<file path="src/rtl/edqa_pkg.sv">
`timescale 1ns / 1ps

package edqa_pkg;

    // queue geometry
    localparam int QUEUE_DEPTH = 4;
    localparam int FILL_W      = $clog2(QUEUE_DEPTH + 1);
    localparam int IDX_W       = (QUEUE_DEPTH > 1) ? $clog2(QUEUE_DEPTH) : 1;

    // payload widths
    localparam int COUNT_W  = 16;
    localparam int DELTA_W  = 8;
    localparam int TOTAL_W  = 32;
    localparam int STEP_W   = 18;
    localparam int MAG_W    = 17;
    localparam int QFILL_W  = 3;

    // item codes
    localparam logic FUNC_SAMPLE = 1'b0;
    localparam logic FUNC_READ   = 1'b1;

    // reset reading and acceleration breakpoints
    localparam logic [COUNT_W-1:0] PREV_RESET = 16'h7fff;
    localparam logic [DELTA_W-1:0] ACCEL_LOW  = 8'd5;
    localparam logic [DELTA_W-1:0] ACCEL_MID  = 8'd10;
    localparam logic [MAG_W-1:0]   MUL_MID    = 17'd50;
    localparam logic [MAG_W-1:0]   MUL_HIGH   = 17'd1000;

    typedef logic signed [DELTA_W-1:0] t_delta;

    typedef struct packed {
        logic shift;   // take the neighbour's entry
        logic load;    // take the new delta
    } t_cell_ctrl;

endpackage

</file>
<file path="src/rtl/edqa_cell.sv">
`timescale 1ns / 1ps

module edqa_cell (
    input  logic                i_clk,
    input  edqa_pkg::t_cell_ctrl i_ctrl,
    input  edqa_pkg::t_delta    i_new,
    input  edqa_pkg::t_delta    i_next,
    output edqa_pkg::t_delta    o_data
);
    import edqa_pkg::*;

    t_delta r_data;
    t_delta n_data;

    always_comb begin
        n_data = r_data;
        if (i_ctrl.load) begin
            n_data = i_new;
        end else if (i_ctrl.shift) begin
            n_data = i_next;
        end
    end

    // entry storage has no reset: never read before written
    always_ff @(posedge i_clk) begin
        r_data <= n_data;
    end

    assign o_data = r_data;

endmodule

</file>
<file path="src/rtl/edqa_accel.sv">
`timescale 1ns / 1ps

module edqa_accel (
    input  edqa_pkg::t_delta                    i_delta,
    output logic signed [edqa_pkg::STEP_W-1:0]  o_step
);
    import edqa_pkg::*;

    logic               w_neg;
    logic [DELTA_W-1:0] w_mag;
    logic [MAG_W-1:0]   w_scaled;

    always_comb begin
        w_neg = i_delta[DELTA_W-1];
        // magnitude of -128 is 128, still fits unsigned
        w_mag = w_neg ? (~i_delta + 1'b1) : i_delta;
        if (w_mag > ACCEL_MID) begin
            w_scaled = MAG_W'(w_mag - ACCEL_MID) * MUL_HIGH;
        end else begin
            w_scaled = MAG_W'(w_mag - ACCEL_LOW) * MUL_MID;
        end
        if (w_mag <= ACCEL_LOW) begin
            o_step = STEP_W'(i_delta);
        end else if (w_neg) begin
            o_step = -$signed({1'b0, w_scaled});
        end else begin
            o_step = $signed({1'b0, w_scaled});
        end
    end

endmodule

</file>
<file path="src/rtl/encoder_delta_queue_accel.sv">
`timescale 1ns / 1ps

// rotary encoder delta queue with acceleration
// command channel: an item transfers on a rising edge with start high and busy
//   low; i_func selects a counter sample (0) or a read of one queued delta (1)
// a sample whose reading differs from the last one forms an 8-bit signed delta,
//   adds it to the wrapping 32-bit step total and pushes it into a row of
//   queue cells; a full row shifts out its oldest entry (o_dropped_oldest)
// a read pops the oldest cell and maps it through the acceleration rule:
//   small steps pass, medium steps give (|d| - 5) * 50, large (|d| - 10) * 1000
// result channel: o_done strobes for exactly one cycle, in the cycle after the
//   command transfer, with all result ports valid; the receiver cannot stall
// throughput: one item per cycle, busy stays low; the whole update (subtract,
//   total add, cell shift and the constant multiply of the head entry) is
//   combinational logic in front of the state and result registers
// reset (synchronous, active low) sets the last reading to 0x7fff, clears the
//   total and the fill count and drops any pending strobe; the queue cells keep
//   stale data, which is never read as the fill count gates every access
module encoder_delta_queue_accel (
    input  logic                                i_clk,
    input  logic                                i_rst_n,
    input  logic                                start,
    output logic                                busy,
    input  logic                                i_func,
    input  logic [edqa_pkg::COUNT_W-1:0]        i_counter_value,
    output logic                                o_done,
    output logic signed [edqa_pkg::STEP_W-1:0]  o_step_value,
    output logic                                o_step_valid,
    output logic signed [edqa_pkg::TOTAL_W-1:0] o_step_total,
    output logic [edqa_pkg::QFILL_W-1:0]        o_queue_fill,
    output logic                                o_dropped_oldest
);
    import edqa_pkg::*;

    // architectural state
    logic [COUNT_W-1:0] r_prev,  n_prev;
    logic [TOTAL_W-1:0] r_total, n_total;
    logic [FILL_W-1:0]  r_fill,  n_fill;
    logic               r_done;

    // result registers, no reset needed
    logic signed [STEP_W-1:0] r_step;
    logic                     r_step_valid;
    logic                     r_dropped;
    logic [QFILL_W-1:0]       r_qfill;

    logic               w_take;
    logic               w_changed;
    logic               w_full;
    logic               w_push;
    logic               w_pop;
    logic [IDX_W-1:0]   w_push_idx;
    t_delta             w_delta;
    logic signed [STEP_W-1:0] w_accel;

    t_delta     w_cell_q [QUEUE_DEPTH];
    t_cell_ctrl w_ctrl   [QUEUE_DEPTH];

    assign busy   = 1'b0;
    assign w_take = start && !busy;

    assign w_changed  = (i_counter_value != r_prev);
    assign w_delta    = t_delta'(i_counter_value - r_prev);
    assign w_full     = (r_fill == FILL_W'(QUEUE_DEPTH));
    assign w_push     = w_take && (i_func == FUNC_SAMPLE) && w_changed;
    assign w_pop      = w_take && (i_func == FUNC_READ) && (r_fill != '0);
    // a full row shifts and the new delta lands in the tail cell
    assign w_push_idx = w_full ? IDX_W'(QUEUE_DEPTH - 1) : r_fill[IDX_W-1:0];

    // the row of queue cells, each handing its entry towards the head
    for (genvar g = 0; g < QUEUE_DEPTH; g++) begin : g_cell
        t_delta w_next;

        if (g == QUEUE_DEPTH - 1) begin : g_tail
            assign w_next = w_cell_q[g];
        end else begin : g_body
            assign w_next = w_cell_q[g + 1];
        end

        assign w_ctrl[g].shift = w_pop || (w_push && w_full);
        assign w_ctrl[g].load  = w_push && (w_push_idx == IDX_W'(g));

        edqa_cell u_cell (
            .i_clk  (i_clk),
            .i_ctrl (w_ctrl[g]),
            .i_new  (w_delta),
            .i_next (w_next),
            .o_data (w_cell_q[g])
        );
    end

    edqa_accel u_accel (
        .i_delta (w_cell_q[0]),
        .o_step  (w_accel)
    );

    always_comb begin
        n_prev  = r_prev;
        n_total = r_total;
        n_fill  = r_fill;
        if (w_push) begin
            n_prev  = i_counter_value;
            n_total = r_total + TOTAL_W'(w_delta);
            if (!w_full) begin
                n_fill = r_fill + 1'b1;
            end
        end else if (w_pop) begin
            n_fill = r_fill - 1'b1;
        end
    end

    always_ff @(posedge i_clk) begin
        if (!i_rst_n) begin
            r_prev  <= PREV_RESET;
            r_total <= '0;
            r_fill  <= '0;
            r_done  <= 1'b0;
        end else begin
            r_prev  <= n_prev;
            r_total <= n_total;
            r_fill  <= n_fill;
            r_done  <= w_take;
        end
    end

    // result capture on every command transfer
    always_ff @(posedge i_clk) begin
        if (w_take) begin
            r_step       <= w_pop ? w_accel : '0;
            r_step_valid <= w_pop;
            r_dropped    <= w_push && w_full;
            r_qfill      <= QFILL_W'(n_fill);
        end
    end

    assign o_done           = r_done;
    assign o_step_value     = r_step;
    assign o_step_valid     = r_step_valid;
    assign o_step_total     = r_total;
    assign o_queue_fill     = r_qfill;
    assign o_dropped_oldest = r_dropped;

`ifndef SYNTHESIS
    a_done_follows: assert property (@(posedge i_clk) disable iff (!i_rst_n)
        w_take |=> o_done)
        else $error("result strobe missing after command transfer");

    a_fill_bound: assert property (@(posedge i_clk) disable iff (!i_rst_n)
        r_fill <= FILL_W'(QUEUE_DEPTH))
        else $error("fill count beyond queue depth");

    a_drop_full: assert property (@(posedge i_clk) disable iff (!i_rst_n)
        (o_done && o_dropped_oldest) |-> (r_fill == FILL_W'(QUEUE_DEPTH)))
        else $error("drop reported while queue not full");

    a_pop_fill: assert property (@(posedge i_clk) disable iff (!i_rst_n)
        w_pop |=> (r_fill == $past(r_fill) - 1'b1))
        else $error("read did not lower fill count");

    a_valid_step: assert property (@(posedge i_clk) disable iff (!i_rst_n)
        (o_done && !o_step_valid) |-> (o_step_value == '0))
        else $error("non-zero step without a popped entry");
`endif

endmodule
</file>
<file path="config.mk">
export PLATFORM = sky130hd
export DESIGN_NAME = encoder_delta_queue_accel
export DESIGN_NICKNAME = d
export VERILOG_FILES = /design/src/rtl/edqa_pkg.sv /design/src/rtl/edqa_cell.sv /design/src/rtl/edqa_accel.sv /design/src/rtl/encoder_delta_queue_accel.sv
export SDC_FILE = /design/constraint.sdc
export NUM_CORES = 1
export LEC_CHECK = 0
export ABC_AREA = 1
export BUFFER_PORTS_ARGS = -buffer_cell sky130_fd_sc_hd__buf_2
export CAP_MARGIN = 15
export CORE_MARGIN = 2
export CORE_UTILIZATION = 55
export DETAILED_ROUTE_END_ITERATION = 10
export PLACE_DENSITY_LB_ADDON = 0.1
export SLEW_MARGIN = 25
export SYNTH_ARGS = -nofsm -noshare
export SYNTH_HDL_FRONTEND = slang
export SYNTH_HIERARCHICAL = 1
export SYNTH_SLANG_ARGS = --single-unit
export TNS_END_PERCENT = 1
</file>
<file path="constraint.sdc">
create_clock -name i_clk -period 14 [get_ports i_clk]
set_input_delay 3.5 -clock i_clk [delete_from_list [all_inputs] [get_ports i_clk]]
set_output_delay 3.5 -clock i_clk [all_outputs]
set_load 0.01 [all_outputs]
</file>
After elaboration in Yosys (flattened, before gate mapping)
Cells that the tools add are included.
{"block": "op_classes", "add_sub_neg": 8, "mul": 2, "order_cmp": 2, "eq_ne": 5, "mux": 14, "bitwise": 2, "reduce_logical": 15}
{"op": "$mux W8", "n": 7}
{"op": "$mux W18", "n": 2}
{"op": "$add A32 B32 Y32", "n": 1}
{"op": "$neg A17 Y18", "n": 1}
{"op": "$mul A17 B5 Y16 const B", "n": 1}
{"op": "$mul A17 B7 Y14 const B", "n": 1}
{"op": "$mux W17", "n": 1}
{"op": "$ne A16 B16 Y1", "n": 1}
{"op": "$logic_and A1 B1 Y1", "n": 9}
{"op": "$mux W3", "n": 3}
{"op": "$sub A8 B3 Y9 const B", "n": 1}
{"op": "$sub A8 B4 Y9 const B", "n": 1}
{"op": "$add A8 B1 Y8 const B", "n": 1}
{"op": "$gt A8 B4 Y1 const B", "n": 1}
{"op": "$le A8 B3 Y1 const B", "n": 1}
{"op": "$not A8 Y8", "n": 1}
{"op": "$sub A8 B8 Y8", "n": 1}
{"op": "$reduce_bool A2 Y1", "n": 3}
{"op": "$eq A2 B2 Y1 const B", "n": 2}
{"op": "$add A3 B1 Y3 const B", "n": 1}
{"op": "$eq A3 B3 Y1 const B", "n": 1}
{"op": "$reduce_bool A3 Y1", "n": 1}
{"op": "$sub A3 B1 Y3 const B", "n": 1}
{"op": "$eq A2 B1 Y1 const B", "n": 1}
{"op": "other kinds (4)", "n": 4}
{"block": "word_totals", "ff_bits": 107, "out_inout_bits": 57}

Depth between registers and ports, before layout
{"block": "depth", "ltp_word": 9, "depth_mapped": 38, "depth_no_buf": 38}

Hierarchy
Netlist, hierarchy kept.
{"mod": "encoder_delta_queue_accel", "instances": 1, "cells_per_inst": 888, "area_per_inst_um2": 5733.0, "seq_area_each_um2": 1731.7}
{"mod": "edqa_accel", "instances": 1, "cells_per_inst": 556, "area_per_inst_um2": 3671.0, "seq_area_each_um2": 0.0}
{"mod": "edqa_cell", "instances": 4, "cells_per_inst": 35, "area_per_inst_um2": 351.6, "seq_area_each_um2": 240.2}

Least setup slack after synthesis
OpenSTA, ideal clock, no wires.
{"block": "synth_path", "path_kind": "input port to flip-flop", "from": "input port i_counter_value[5] (netlist bit)", "to": "register r_total[20] (netlist: o_step_total[20])", "arrival_time_ns": 6.181, "t_required_ns": 13.885, "path_slack_ns": 7.704, "path_stages": 18, "path_buffers": 0, "path_cell_list": "ha_1 nand2_1 inv_1 a21oi_1 nand2_1 nand2_1 nand2_1 ha_1 nand2_1 inv_1 a21oi_1 nand3_1 nand2_1 nand2_1 nand2_1 nand2_1 o21ai_0 inv_1"}
{"block": "synth_between", "elab_chain_len": 2, "word_cells_on_any_way": 4, "classes_between": "add/sub: 2; eq/ne: 1; reduce/logical: 1"}
{"item": "from (decl)", "line": "encoder_delta_queue_accel.sv:25", "source": "input logic [edqa_pkg::COUNT_W-1:0] i_counter_value,"}
{"item": "$sub A8 B8 Y8", "line": "encoder_delta_queue_accel.sv:63", "source": "assign w_delta = t_delta'(i_counter_value - r_prev);"}
{"item": "via w_delta[7]", "line": "encoder_delta_queue_accel.sv:53", "source": "t_delta w_delta;"}
{"item": "$add A32 B32 Y32", "line": "encoder_delta_queue_accel.sv:103", "source": "n_total = r_total + TOTAL_W'(w_delta);"}
{"item": "to (signal assigned)", "line": "encoder_delta_queue_accel.sv:120", "source": "r_total <= n_total;"}
{"item": "to (decl)", "line": "encoder_delta_queue_accel.sv:37", "source": "logic [TOTAL_W-1:0] r_total, n_total;"}
The timed path passes the listed nets, and every way through them passes these cells.
A chain may end at the register's enable or synchronous reset.

Worst setup path after layout
{"block": "layout_path", "from": "register g_cell[0].u_cell.r_data[7]", "to": "register r_step[16] (netlist: o_step_value[16]) (data pin)"}
{"block": "layout_between", "elab_chain_len": 9, "word_cells_on_any_way": 13, "classes_between": "add/sub: 4; mul: 2; order compare: 2; mux: 4; bitwise: 1"}
{"item": "from (decl)", "line": "edqa_cell.sv:12", "source": "t_delta r_data;"}
{"item": "from (signal assigned)", "line": "edqa_cell.sv:26", "source": "r_data <= n_data;"}
{"item": "$not A8 Y8", "line": "edqa_accel.sv:16", "source": "w_mag = w_neg ? (~i_delta + 1'b1) : i_delta;"}
{"item": "$add A8 B1 Y8", "line": "edqa_accel.sv:16"}
{"item": "$mux W8", "line": "edqa_accel.sv:16"}
{"item": "$sub A8 B3 Y9 / $sub A8 B4 Y9 (equally long branches)", "line": "edqa_accel.sv:20, edqa_accel.sv:18"}
{"item": "$mul A17 B5 Y16 / $mul A17 B7 Y14 (equally long branches)", "line": "edqa_accel.sv:20, edqa_accel.sv:18"}
{"item": "$mux W17", "line": "edqa_accel.sv:17", "source": "if (w_mag > ACCEL_MID) begin"}
{"item": "$neg A17 Y18", "line": "edqa_accel.sv:25", "source": "o_step = -$signed({1'b0, w_scaled});"}
{"item": "$mux W18", "line": "edqa_accel.sv:24", "source": "end else if (w_neg) begin"}
{"item": "$mux W18 (*)", "line": "edqa_accel.sv:22", "source": "if (w_mag <= ACCEL_LOW) begin"}
{"item": "via w_accel[16]", "line": "encoder_delta_queue_accel.sv:54", "source": "logic signed [STEP_W-1:0] w_accel;"}
{"item": "to (signal assigned)", "line": "encoder_delta_queue_accel.sv:129", "source": "r_step <= w_pop ? w_accel : '0;"}
{"item": "to (decl)", "line": "encoder_delta_queue_accel.sv:42", "source": "logic signed [STEP_W-1:0] r_step;"}
Mark *: on every way through the listed nets, which the timed path passes. The rest lies on a longest branch.

==> results.txt <==
At the worst endpoint, the arrival time is 7.02 ns. The die height came out at 144.2 um. The distinct cell type count after synthesis came out at 48. Using the TritonRoute via totals, the vias-per-cell ratio works out to 4.993.

In this run the critical register-to-register path is captured at o_step_value[16]$_SDFFCE_PN0P_. The logic depth of the worst setup path including buffers came out at 32. The sum of negative setup slack came out at 0 ns. For the worst setup path, the data required time is 14.09 ns.

The critical path starts at g_cell[0].u_cell/o_data[7]$_DFFE_PP_. The CTS clock-pin slew for the worst setup and hold paths came out at 0.08 ns. In this run the clock root is driven by a sky130_fd_sc_hd__clkbuf_16.

The leftover overflow at the end of global routing is 0. The area growth from synthesis to layout came out at 7.234%. The number of resized instances in the post-cts repair step is 0.

STA classifies the critical path endpoint as a register. By startpoint and endpoint, the worst setup path is classified as reg -> reg. The pin count of the biggest net entering global routing came out at 81. The number of port buffers came out at 75. CTS built an H-tree with a depth of 3. The async set or reset register ratio after synthesis is 0%. Global routing used 25.14% of the available tracks across all layers. The kind of cell with the highest combined delay along the critical path is adder cells. The clock period could shrink to 6.927 ns. The max-cap violation count came out at 0. The most used flip-flop cell after synthesis is sky130_fd_sc_hd__edfxtp_1. The maximum achievable frequency is 144.4 MHz. The pin slew with the least headroom to its limit is 0.9849 ns. The flow ran to the end, and the final reports show no timing, DRC or antenna violations.

The number of max-slew violations in the final report is 0. In the post-synthesis netlist, the biggest area contributors are sky130_fd_sc_hd__nand2_1, sky130_fd_sc_hd__edfxtp_1, sky130_fd_sc_hd__ha_1, sky130_fd_sc_hd__inv_1, sky130_fd_sc_hd__dfxtp_1. The post-route worst hold slack came out at 0.5031 ns.

Leaving out fill and tap cells, the most frequent cell in the layout is sky130_fd_sc_hd__nand2_1. The overall routed net length came out at 25.24 mm. In this run the critical register-to-register path is launched from g_cell[0].u_cell/o_data[7]$_DFFE_PP_.

The I/O pin count came out at 77. The hold buffer count at CTS is 0. The final weighted congestion in routability-driven placement is 0.9107. Following the worst setup path forward leads to its endpoint at o_step_value[16]$_SDFFCE_PN0P_. The sequential fraction of the synthesis area came out at 24.91%. The top cell type by area accounts for 17.64% of the synthesized area. The number of buffers created by CTS came out at 9. The starting density of the core came out at 55.73%. The number of register bits inferred by synthesis came out at 107.

The biggest cell delay along the critical path came out at 1.00 ns. The maximum count of clock buffers along a single path came out at 2. The TritonCTS sink count came out at 107. The share of final-layout standard cells stronger than drive strength 1 came out at 9.350%. After floorplanning, the core was divided into 51 placement rows. The final count of hold timing violations is 0. The count of inserted antenna diode cells came out at 0. From left edge to right edge, the die measures 144.2 um. The headroom to the max-slew limit is 34.34%. The number of nets in the synthesized netlist came out at 1,744. The number of iterations in the first detailed-routing pass came out at 5. After floorplanning, the core was sized to cover 19,400 um^2.

The synthesized design contains 55 enable-type register cells. The final net count is 1,802. During synthesis, Yosys emitted a total of 6 warnings. STA classifies the critical path startpoint as a register. The initial antenna violation count is 0. In the layout the commonest cells are sky130_fd_sc_hd__nand2_1, sky130_fd_sc_hd__inv_1, sky130_fd_sc_hd__nor2_1. The depth of the worst register-to-register path is 32.

The kind of path behind the tightest hold check is reg -> reg. The maximum fanout along the worst path is 28. The number of buffers and inverters on the critical path came out at 8. Setup repair after global routing left no endpoint under its margin. The post-CTS setup repair buffer count came out at 0. Synthesis produced 1,584 cells. In this run the mean area of a mapped cell was 6.825 um^2. The die covers 20,790 um^2.

The detailed router's first-iteration violation count came out at 457. In this run the register-to-register setup slack is 7.07 ns. The via count of the first global-routing pass is 9,004. The number of vias after detailed routing is 9,546. The HPWL reported at the end of detailed placement is 20.10 mm. Clock skew on the completed layout was measured at 0.01364 ns. Clock latency on the worst-skew pair, taken at its later pin, is 0.37 ns. The number of placed instances with taps included is 1,896.

The critical path's slowest cell is sky130_fd_sc_hd__edfxtp_1. TritonCTS built the clock tree. The wire length of the first global-routing pass came out at 41.78 mm. The final cell count without fillers came out at 1,912. The antenna violation net count after detailed routing came out at 0.

The DRC violation count after routing is 0. The number of setup violations in the final report is 0. The worst path uses 49.48% of the clock period. The routed length per placed instance came out at 13.20 um.

The synthesized netlist occupies a cell area of 10,810 um^2. Of all cell types, the one taking the most synthesized area is sky130_fd_sc_hd__nand2_1.
[per-stage QoR]
stage               setup slack (ns)  util (%)  cell area, um^2
floorplan                      7.704         -            10810
global placement               7.280     58.20            11290
detailed placement             7.118     58.20            11290
CTS                            7.088     59.76            11590
global route                   6.492     59.76            11590
finish                         7.073     59.76            11590
[cells by family after synthesis]
group	count (synthesis)	share of synthesized area [%]
AO/OA/AOI/OAI	138	7.072
adder cells (fa/ha/maj)	140	18.50
other	1	0.03469
buffers and inverters	341	13.09
flip-flops	107	24.91
XOR/XNOR	63	5.174
AND/OR/NAND/NOR	794	31.23
[metal layers]
metal	global-route usage (%)	part of all wire, %	up-vias
li1	-	-	5003
met1	31.39	46	4339
met2	45.81	49	170
met3	2.715	3.2	34
met4	7.409	2.4	0
met5	0	0	-
[layout make-up]
cell class | instances | area, um^2
Timing Repair Buffer | 77 | 390.4
Tap cell | 265 | 331.6
Multi-Input combinational cell | 1136 | 6703
Clock inverter | 6 | 52.55
Sequential cell | 107 | 2693
Inverter | 311 | 1172
Fill cell | 1930 | 7806
Clock buffer | 10 | 250.2
[state kept, by name (all words and copies together), names as in the netlist]
| register | flops |
|---|---|
| g_cell.u_cell/o_data | 32 |
| o_step_total | 32 |
| o_step_value | 18 |
| r_prev | 16 |
| o_queue_fill | 3 |
| r_fill | 3 |
| o_done | 1 |
| o_dropped_oldest | 1 |
| o_step_valid | 1 |
[how the worst min path moves through the flow]
stage                                               startpoint                                    to  cells after the start
final                                  r_prev[11]$_SDFFE_PN1P_               r_prev[11]$_SDFFE_PN1P_                      2
after global routing      g_cell[2].u_cell/o_data[4]$_DFFE_PP_  g_cell[1].u_cell/o_data[4]$_DFFE_PP_                      2
after CTS                              r_prev[13]$_SDFFE_PN1P_               r_prev[13]$_SDFFE_PN1P_                      2
after detailed placement               r_prev[11]$_SDFFE_PN1P_               r_prev[11]$_SDFFE_PN1P_                      2
after global placement                 r_prev[11]$_SDFFE_PN1P_               r_prev[11]$_SDFFE_PN1P_                      2
after floorplan                        r_prev[14]$_SDFFE_PN1P_               r_prev[14]$_SDFFE_PN1P_                      2
[worst reg2reg max path: cells and delay by family, from the launching register on]
family	cells	cell delay (ns)
simple gates	12	1.21
buf+inv	8	0.63
xor+xnor	2	0.64
fa+ha+maj	6	2.43
flops	1	1.00
compound gates	4	0.75
[cell usage after synthesis (4+ instances only)]
master and n:
sky130_fd_sc_hd__or2_1 6, sky130_fd_sc_hd__ha_1 107, sky130_fd_sc_hd__o21bai_1 5, sky130_fd_sc_hd__nand2_2 15, sky130_fd_sc_hd__xnor2_1 28, sky130_fd_sc_hd__nor3_1 11
sky130_fd_sc_hd__nand2_1 508, sky130_fd_sc_hd__o21ai_1 10, sky130_fd_sc_hd__nand3_2 5, sky130_fd_sc_hd__nor2_1 120, sky130_fd_sc_hd__nor2_2 18, sky130_fd_sc_hd__a21oi_1 64
sky130_fd_sc_hd__clkbuf_1 4, sky130_fd_sc_hd__nand3_1 78, sky130_fd_sc_hd__o211ai_1 11, sky130_fd_sc_hd__edfxtp_1 55, sky130_fd_sc_hd__o21ai_0 37, sky130_fd_sc_hd__buf_2 8
sky130_fd_sc_hd__inv_2 7, sky130_fd_sc_hd__buf_4 4, sky130_fd_sc_hd__xor2_1 34, sky130_fd_sc_hd__nand4_1 14, sky130_fd_sc_hd__inv_1 301, sky130_fd_sc_hd__dfxtp_1 52
sky130_fd_sc_hd__buf_6 14, sky130_fd_sc_hd__fa_1 33
Power is left out: the tool's default activity adds up to more than one toggle a clock period on the data nets, which glitch-free logic cannot reach.
